File: src/hw/rtl/ppdh_pkg.sv
`timescale 1ns / 1ps

package ppdh_pkg;

    localparam int COORD_W   = 20;
    localparam int REQ_W     = 2;
    localparam int BIN_NUM_W = 10;
    localparam int COUNT_W   = 32;
    localparam int CFG_IDX_W = 2;
    localparam int D2_W      = 42;
    localparam int ROOT_W    = 21;
    localparam int REM_W     = 22;
    localparam int SUB_W     = 24;

    localparam logic [BIN_NUM_W-1:0] BIN_NUM_MAX = '1;
    localparam logic [COUNT_W-1:0]   COUNT_MAX   = '1;

    typedef enum logic [REQ_W-1:0] {
        REQ_ADD   = 2'd0,
        REQ_CLEAR = 2'd1,
        REQ_READ  = 2'd2
    } t_req;

    localparam logic [CFG_IDX_W-1:0] CFG_BOX_X = 2'd0;
    localparam logic [CFG_IDX_W-1:0] CFG_BOX_Y = 2'd1;
    localparam logic [CFG_IDX_W-1:0] CFG_BOX_Z = 2'd2;
    localparam logic [CFG_IDX_W-1:0] CFG_BIN_W = 2'd3;

    localparam logic [COORD_W-1:0] BOX_LEN_RST = 20'd163840;
    localparam logic [COORD_W-1:0] BIN_W_RST   = 20'd82;

    typedef struct packed {
        logic [COORD_W-1:0] x;
        logic [COORD_W-1:0] y;
        logic [COORD_W-1:0] z;
    } t_point;

    typedef struct packed {
        logic [COORD_W-1:0] len_x;
        logic [COORD_W-1:0] len_y;
        logic [COORD_W-1:0] len_z;
        logic [COORD_W-1:0] bin_w;
    } t_cfg;

    typedef struct packed {
        logic              done;
        logic [ROOT_W-1:0] quot;
    } t_core_res;

endpackage

File: src/hw/rtl/ppdh_core.sv
`timescale 1ns / 1ps

module ppdh_core (
    input  logic                i_clk,
    input  logic                i_rst_n,
    input  logic                i_start,
    input  ppdh_pkg::t_point    i_first,
    input  ppdh_pkg::t_point    i_second,
    input  ppdh_pkg::t_cfg      i_cfg,
    output ppdh_pkg::t_core_res o_res
);

    typedef enum logic [6:0] {
        C_IDLE = 7'b0000001,
        C_FOLD = 7'b0000010,
        C_MUL  = 7'b0000100,
        C_ACC  = 7'b0001000,
        C_SQRT = 7'b0010000,
        C_DIV  = 7'b0100000,
        C_DONE = 7'b1000000
    } t_cstate;

    localparam logic [4:0] LAST_STEP = 5'(ppdh_pkg::ROOT_W - 1);
    localparam logic [1:0] LAST_AXIS = 2'd2;

    t_cstate r_state, n_state;
    logic [4:0] r_cnt;
    logic [1:0] r_axis;

    ppdh_pkg::t_point r_first, r_second;
    logic [ppdh_pkg::COORD_W-1:0] r_len_x, r_len_y, r_len_z, r_w;
    logic [ppdh_pkg::COORD_W-1:0] r_mag;
    logic [2*ppdh_pkg::COORD_W-1:0] r_prod;
    logic [ppdh_pkg::D2_W-1:0] r_d2;
    logic [ppdh_pkg::REM_W-1:0] r_rem;
    logic [ppdh_pkg::ROOT_W-1:0] r_root, r_q;

    // minimum-image fold of the current axis
    logic [ppdh_pkg::COORD_W-1:0] fa, fb, fl, fold_mag;
    logic signed [22:0] fd, f2d, fL, fr, fneg;
    logic [2*ppdh_pkg::COORD_W-1:0] sq;
    logic [ppdh_pkg::D2_W-1:0] acc_sum;

    always_comb begin
        case (r_axis)
            2'd0: begin
                fa = r_first.x;
                fb = r_second.x;
                fl = r_len_x;
            end
            2'd1: begin
                fa = r_first.y;
                fb = r_second.y;
                fl = r_len_y;
            end
            default: begin
                fa = r_first.z;
                fb = r_second.z;
                fl = r_len_z;
            end
        endcase
        fd  = $signed({3'b000, fa}) - $signed({3'b000, fb});
        f2d = fd <<< 1;
        fL  = $signed({3'b000, fl});
        if (f2d >= fL) begin
            fr = fd - fL;
        end else if (f2d < -fL) begin
            fr = fd + fL;
        end else begin
            fr = fd;
        end
        fneg     = -fr;
        fold_mag = fr[22] ? fneg[ppdh_pkg::COORD_W-1:0] : fr[ppdh_pkg::COORD_W-1:0];
    end

    assign sq      = r_mag * r_mag;
    assign acc_sum = r_d2 + {2'b00, r_prod};

    // shared subtractor: root digit trial in SQRT, quotient digit trial in DIV
    logic [ppdh_pkg::SUB_W-1:0] sub_a, sub_b;
    logic [ppdh_pkg::SUB_W:0]   diff;
    logic                       neg;

    always_comb begin
        case (r_state)
            C_SQRT: begin
                sub_a = {r_rem, r_d2[ppdh_pkg::D2_W-1 -: 2]};
                sub_b = {1'b0, r_root, 2'b01};
            end
            C_DIV: begin
                sub_a = {3'b000, r_rem[ppdh_pkg::COORD_W-1:0],
                         r_root[ppdh_pkg::ROOT_W-1]};
                sub_b = {4'b0000, r_w};
            end
            default: begin
                sub_a = '0;
                sub_b = '0;
            end
        endcase
        diff = {1'b0, sub_a} - {1'b0, sub_b};
        neg  = diff[ppdh_pkg::SUB_W];
    end

    always_comb begin
        n_state = r_state;
        case (r_state)
            C_IDLE: if (i_start) n_state = C_FOLD;
            C_FOLD: n_state = C_MUL;
            C_MUL:  n_state = C_ACC;
            C_ACC:  n_state = (r_axis == LAST_AXIS) ? C_SQRT : C_FOLD;
            C_SQRT: if (r_cnt == LAST_STEP) n_state = C_DIV;
            C_DIV:  if (r_cnt == LAST_STEP) n_state = C_DONE;
            C_DONE: n_state = C_IDLE;
            default: n_state = C_IDLE;
        endcase
    end

    always_ff @(posedge i_clk) begin
        if (!i_rst_n) begin
            r_state <= C_IDLE;
            r_cnt   <= '0;
            r_axis  <= '0;
        end else begin
            r_state <= n_state;
            case (r_state)
                C_IDLE: begin
                    r_cnt  <= '0;
                    r_axis <= '0;
                end
                C_ACC: r_axis <= r_axis + 2'd1;
                C_SQRT, C_DIV: r_cnt <= (r_cnt == LAST_STEP) ? 5'd0 : r_cnt + 5'd1;
                default: ;
            endcase
        end
    end

    always_ff @(posedge i_clk) begin
        case (r_state)
            C_IDLE: begin
                r_first  <= i_first;
                r_second <= i_second;
                r_len_x  <= i_cfg.len_x;
                r_len_y  <= i_cfg.len_y;
                r_len_z  <= i_cfg.len_z;
                // zero width counts as one
                r_w      <= (i_cfg.bin_w == '0) ? 20'd1 : i_cfg.bin_w;
                r_d2     <= '0;
                r_rem    <= '0;
                r_root   <= '0;
            end
            C_FOLD: r_mag  <= fold_mag;
            C_MUL:  r_prod <= sq;
            C_ACC:  r_d2   <= acc_sum;
            C_SQRT: begin
                r_d2   <= r_d2 << 2;
                r_root <= {r_root[ppdh_pkg::ROOT_W-2:0], ~neg};
                if (r_cnt == LAST_STEP) begin
                    r_rem <= '0;
                    r_q   <= '0;
                end else begin
                    r_rem <= neg ? sub_a[ppdh_pkg::REM_W-1:0] : diff[ppdh_pkg::REM_W-1:0];
                end
            end
            C_DIV: begin
                // root shifts out MSB first as the dividend
                r_root <= r_root << 1;
                r_rem  <= neg ? ppdh_pkg::REM_W'(sub_a[ppdh_pkg::COORD_W-1:0])
                              : ppdh_pkg::REM_W'(diff[ppdh_pkg::COORD_W-1:0]);
                r_q    <= {r_q[ppdh_pkg::ROOT_W-2:0], ~neg};
            end
            default: ;
        endcase
    end

    assign o_res.done = (r_state == C_DONE);
    assign o_res.quot = r_q;

`ifndef SYNTH
    a_start_idle: assert property (@(posedge i_clk) disable iff (!i_rst_n)
        i_start |-> r_state == C_IDLE)
        else $error("core started while working");
    a_done_one: assert property (@(posedge i_clk) disable iff (!i_rst_n)
        o_res.done |=> !o_res.done)
        else $error("core done held");
    a_cnt_zero: assert property (@(posedge i_clk) disable iff (!i_rst_n)
        $rose(r_state == C_SQRT) |-> r_cnt == 5'd0)
        else $error("root step count not cleared");
`endif

endmodule

File: config.mk
export PLATFORM = sky130hd
export DESIGN_NAME = ppdh_core
export DESIGN_NICKNAME = d
export VERILOG_FILES = /design/src/hw/rtl/ppdh_pkg.sv /design/src/hw/rtl/ppdh_core.sv
export SDC_FILE = /design/constraint.sdc
export NUM_CORES = 2
export LEC_CHECK = 0
export ABC_AREA = 1
export BUFFER_PORTS_ARGS = -buffer_cell sky130_fd_sc_hd__buf_2
export CORE_MARGIN = 2
export CORE_UTILIZATION = 59
export DETAILED_ROUTE_END_ITERATION = 10
export GPL_TIMING_DRIVEN = 0
export PLACE_DENSITY = 0.78
export SLEW_MARGIN = 20
export SYNTH_ARGS = -nofsm -noshare
export SYNTH_HDL_FRONTEND = slang
export SYNTH_SLANG_ARGS = --single-unit
File: constraint.sdc
create_clock -name i_clk -period 51.4 [get_ports i_clk]
set_input_delay 12.85 -clock i_clk [delete_from_list [all_inputs] [get_ports i_clk]]
set_output_delay 12.85 -clock i_clk [all_outputs]
set_load 0.02 [all_outputs]
==> Word level (Yosys, flattened, before mapping) <==
Index checks and enable logic that the tools add are counted.
{ "totals": {"register_bits": 380, "inputBits": 203, "out_inout_bits": 22, "word_cells": 79} }
{ "op_classes": {"addsub": 9, "mul": 1, "n_lt_le_gt_ge": 2, "eq_ne": 13, "muxes": 24, "n_bitwise": 1, "reduce_logical": 10} }
{ "ops": {"columns": ["operator", "count"], "rows": [
  ["$pmux 42 s3", 1],
  ["$pmux 20 s2", 3],
  ["$pmux 22 s3", 1],
  ["$pmux 21 s3", 1],
  ["$pmux 24 s2", 1],
  ["$mux 23", 2],
  ["$pmux 23 s2", 1],
  ["$mux 22", 2],
  ["$add 42x40->42", 1],
  ["$pmux 21 s2", 1],
  ["$pmux 7 s6", 1],
  ["$mul 20x20->40", 1],
  ["$mux 20", 2],
  ["$sub 24x24->25", 1],
  ["$lt 22x23->1", 1],
  ["$neg 20->23", 1],
  ["$add 21x21->22", 1],
  ["$ge 22x21->1", 1],
  ["$sub 21x21->22", 1],
  ["$mux 21", 1],
  ["$mux 7", 3],
  ["$sub 20x20->21", 1],
  ["$logic_not 20->1", 1],
  ["$neg 20->20", 1],
  ["other kinds (23)", 29]
]} }

==> Depth between registers and ports, before layout <==
{ "logic_depth": {"word_depth": 8, "mapped_depth": 47, "ltp_nobuf": 42} }

==> Worst setup path after synthesis <==
OpenSTA, ideal clock, no wires.
{ "synth_path": {"path_kind": "reg2reg", "startpoint": "reg r_state[6]", "endpoint": "reg r_rem[0] (netlist name) (enable)", "setup_time_ns": 0.406, "arrival_ns": 24.130, "required_ns": 50.994, "setup_slack_ns": 26.864, "path_stages_with_launch": 6, "n_path_buf": 0, "synth_period_minus_slack_ns": 24.536, "cell_sequence": "dfxtp_1 -> nor3_1 -> inv_1 -> nor4_1 -> nor2_1 -> inv_1"} }
{ "synth_via": {"elab_chain_cells": 2, "elab_cells_between_ends": 4, "classes_between": "3 x eq/ne; 1 x reduce/logical"} }
{ "synth_rtl": {"columns": ["item", "line", "rtl"], "rows": [
  ["from (decl)", "ppdh_core.sv:26", "t_cstate r_state, n_state;"],
  ["from (signal assigned)", "ppdh_core.sv:124", "r_state <= n_state;"],
  ["$eq 7x5->1 (tied with other cells)", "ppdh_core.sv:138", "case (r_state)"],
  ["$reduce_bool 3->1 (no source line) *", null, null],
  ["to (signal assigned)", "ppdh_core.sv:161", "r_rem <= neg ? sub_a[ppdh_pkg::REM_W-1:0] : diff[ppdh_pkg::REM_W-1:0];"],
  ["to (signal assigned)", "ppdh_core.sv:167", "r_rem <= neg ? ppdh_pkg::REM_W'(sub_a[ppdh_pkg::COORD_W-1:0])"],
  ["to (decl)", "ppdh_core.sv:35", "logic [ppdh_pkg::REM_W-1:0] r_rem;"]
]} }
Every way passes the cells marked *; elsewhere a longest branch is shown, timed or not.
A chain may end at the register's enable or synchronous reset.

==> impl_metrics.ini <==
[run_status]
outcome = complete, no violations

[cts]
ctsResizeCount = 0
cts_root_buf = clkbuf_16
htreeDepth = 2
clock-sinks = 379
cts_tree = yes
worst_skew_pair.late_latency_ps = 590
postCtsSetupBuffers = 0
cts.path.max_buffers = 3
holdBufCountCts = 0
numCtsBuffers = 41
clkTransAtPathRegs_ps = 60

[sta]
period_share_pct = 28.9
setup_tns_ps = 0
hold_viol = 0
rsz0062_at_grt = no
fmax_ghz = 0.0673
finClkSkew_ps = 47.9
fin_hold_ws_ps = 484
fin_crit_ps = 14850
worst_pin_slew_ps = 976
setup_violations = 0
slew_headroom_pct = 34.9
drv_slew = 0

[die]
rows = 88
die_h_um = 245
pin_count = 225
core-area_mm2 = 0.0575
die_area_mm2 = 0.0600
initial_core_util_pct = 59.6
fp.dieW_um = 245

[logic_synthesis]
synth-simple-area-share_pct = 15.5
synth_top_family_by_area = adder cells
synth_fa_ha_area_share_pct = 28.4
synth_ff_type = edfxtp_1
synth_top_area_share_pct = 32.0
synth_top_area_cell = edfxtp_1
synth_edf_count = 365
yosys_warnings = 0
ys_seq_area_share_pct = 32.8
synth_seq_cells = 379
synthCells = 3839
yosysUniqueCellTypes = 56
synth-compound-area-share_pct = 9.34
postSynth.asyncResetShare_pct = 0
synth_mux_area_share_pct = 0.0329
synthTopCellsByArea = edfxtp_1, fa_1, ha_1
syn_area_per_cell_um2 = 8.92
synth_area_mm2 = 0.0342
syn_nets = 4647
synth_xor_area_share_pct = 4.14

[setup_path]
crit_path_max_fanout = 4
cp.required_ps = 38550
arrival_ps = 2000
start_kind = register
end_kind = output pin
critical_path_class = register to output pin

[finish]
fin_cells = 4937
multiInputGateArea_mm2 = 0.0197
layout_common_cells = nand2_1, inv_1, edfxtp_1
drive_above_1_share_pct = 10.0
fill_cells = 4702
nets = 4949
layout_commonest_cell = nand2_1
area_growth_pct = 10.8
num_antenna_cells = 0
seqCellArea_mm2 = 0.0112

[min_path]
hp-class = register to register

[placed_design]
io_buffer_count = 224
hpwl_um = 66200
gp_congestion = 0.932
dp.cells = 4863

[global_route]
grtUsageTotal_pct = 27.8
overflow = 0
grt_max_degree = 26
grt_pass1_wl_um = 133000
grt_pass1_vias = 27100
antenna_found_initial = 0

[drt]
via_per_inst = 5.40
drt_iter0_markers = 1675
vias = 26600
wl_met2_um = 41100
drt_wl_total_um = 81800
top_layer = met4
drcViolationCount = 0
route.met3.wl_um = 4950
drt-met1-wl_um = 33100
dr.pass1.iters = 5
wl_per_cell_um = 16.6
antenna_left = 0

[job]
max-cap-violations = 0
## synthesized netlist by cell type (9+ instances only)
cell	number
a21boi_0	15
a21o_1	14
a21oi_1	245
a22o_1	22
a22oi_1	20
a31oi_1	9
buf_1	13
buf_2	9
clkbuf_1	90
dfxtp_1	14
edfxtp_1	365
fa_1	288
ha_1	317
inv_1	731
nand2_1	839
nand2_2	18
nand3_1	108
nand3_2	10
nand4_1	24
nor2_1	196
nor2_2	9
nor3_1	24
nor4_1	14
o21a_1	13
o21ai_0	145
o21ai_1	9
o21bai_1	14
o22ai_1	21
or2_2	17
xnor2_1	46
xor2_1	116
## layout make-up
class | count | area share, %
clock buffer | 48 | 2.88
timing repair buffer | 259 | 3.66
clock inverter | 26 | 0.653
sequential | 379 | 29.6
inverter | 735 | 7.27
multi-input combinational | 2601 | 51.9
buffer | 124 | 1.45
tap | 765 | 2.52
## worst max-delay path: stages (launching register included)
cell and delay [ps]:
dfxtp_1 320, nor2_1 140, inv_1 80, nor2_1 240
nand2_1 110, nor3_1 300, buf_2 240
## metrics by stage
step                      worst slack (ps)  cell area, um2  utilization (%)
final                                36550           37900             66.0
after global routing                 36370           37900             66.0
after CTS                            36520           37900             66.0
after detailed placement             37160           36600             63.7
after global placement               17910           36300             63.2
after floorplan                      26860           34200                -
## metal layers
metal  track usage [%]  vias to the layer above
met3              3.56                      188
met4              8.79                        0
li1                  -                    13000
met1              35.0                    12600
met2              49.8                      858
met5                 0                        -
## flip-flops by register name, summed over array words and instances, names as in the netlist
register  count
r_axis        2
r_q          21
r_first      60
r_cnt         5
r_d2         42
r_len_z      20
r_state       7
r_root       21
r_len_y      20
r_w          20
r_rem        22
r_mag        20
r_prod       39
r_second     60
r_len_x      20
## cell families after synthesis
kind of cell	after synthesis
flip-flops	379
adder cells (fa/ha/maj)	605
buffers and inverters	859
AO/OA/AOI/OAI	557
AND/OR/NAND/NOR	1276
multiplexers	1
XOR/XNOR	162
## final timing paths
check                to        from  depth (start not counted)  slack, ps
max           o_res[21]  r_state[2]                          6      36550
min           r_axis[1]   r_axis[1]                          2        480
max reg2reg  r_prod[39]    r_mag[8]                         27      42380
min reg2reg   r_axis[1]   r_axis[1]                          2        480
Power is not shown: default switching activity piles up to over one toggle a cycle in this logic, so the estimate is an artifact.
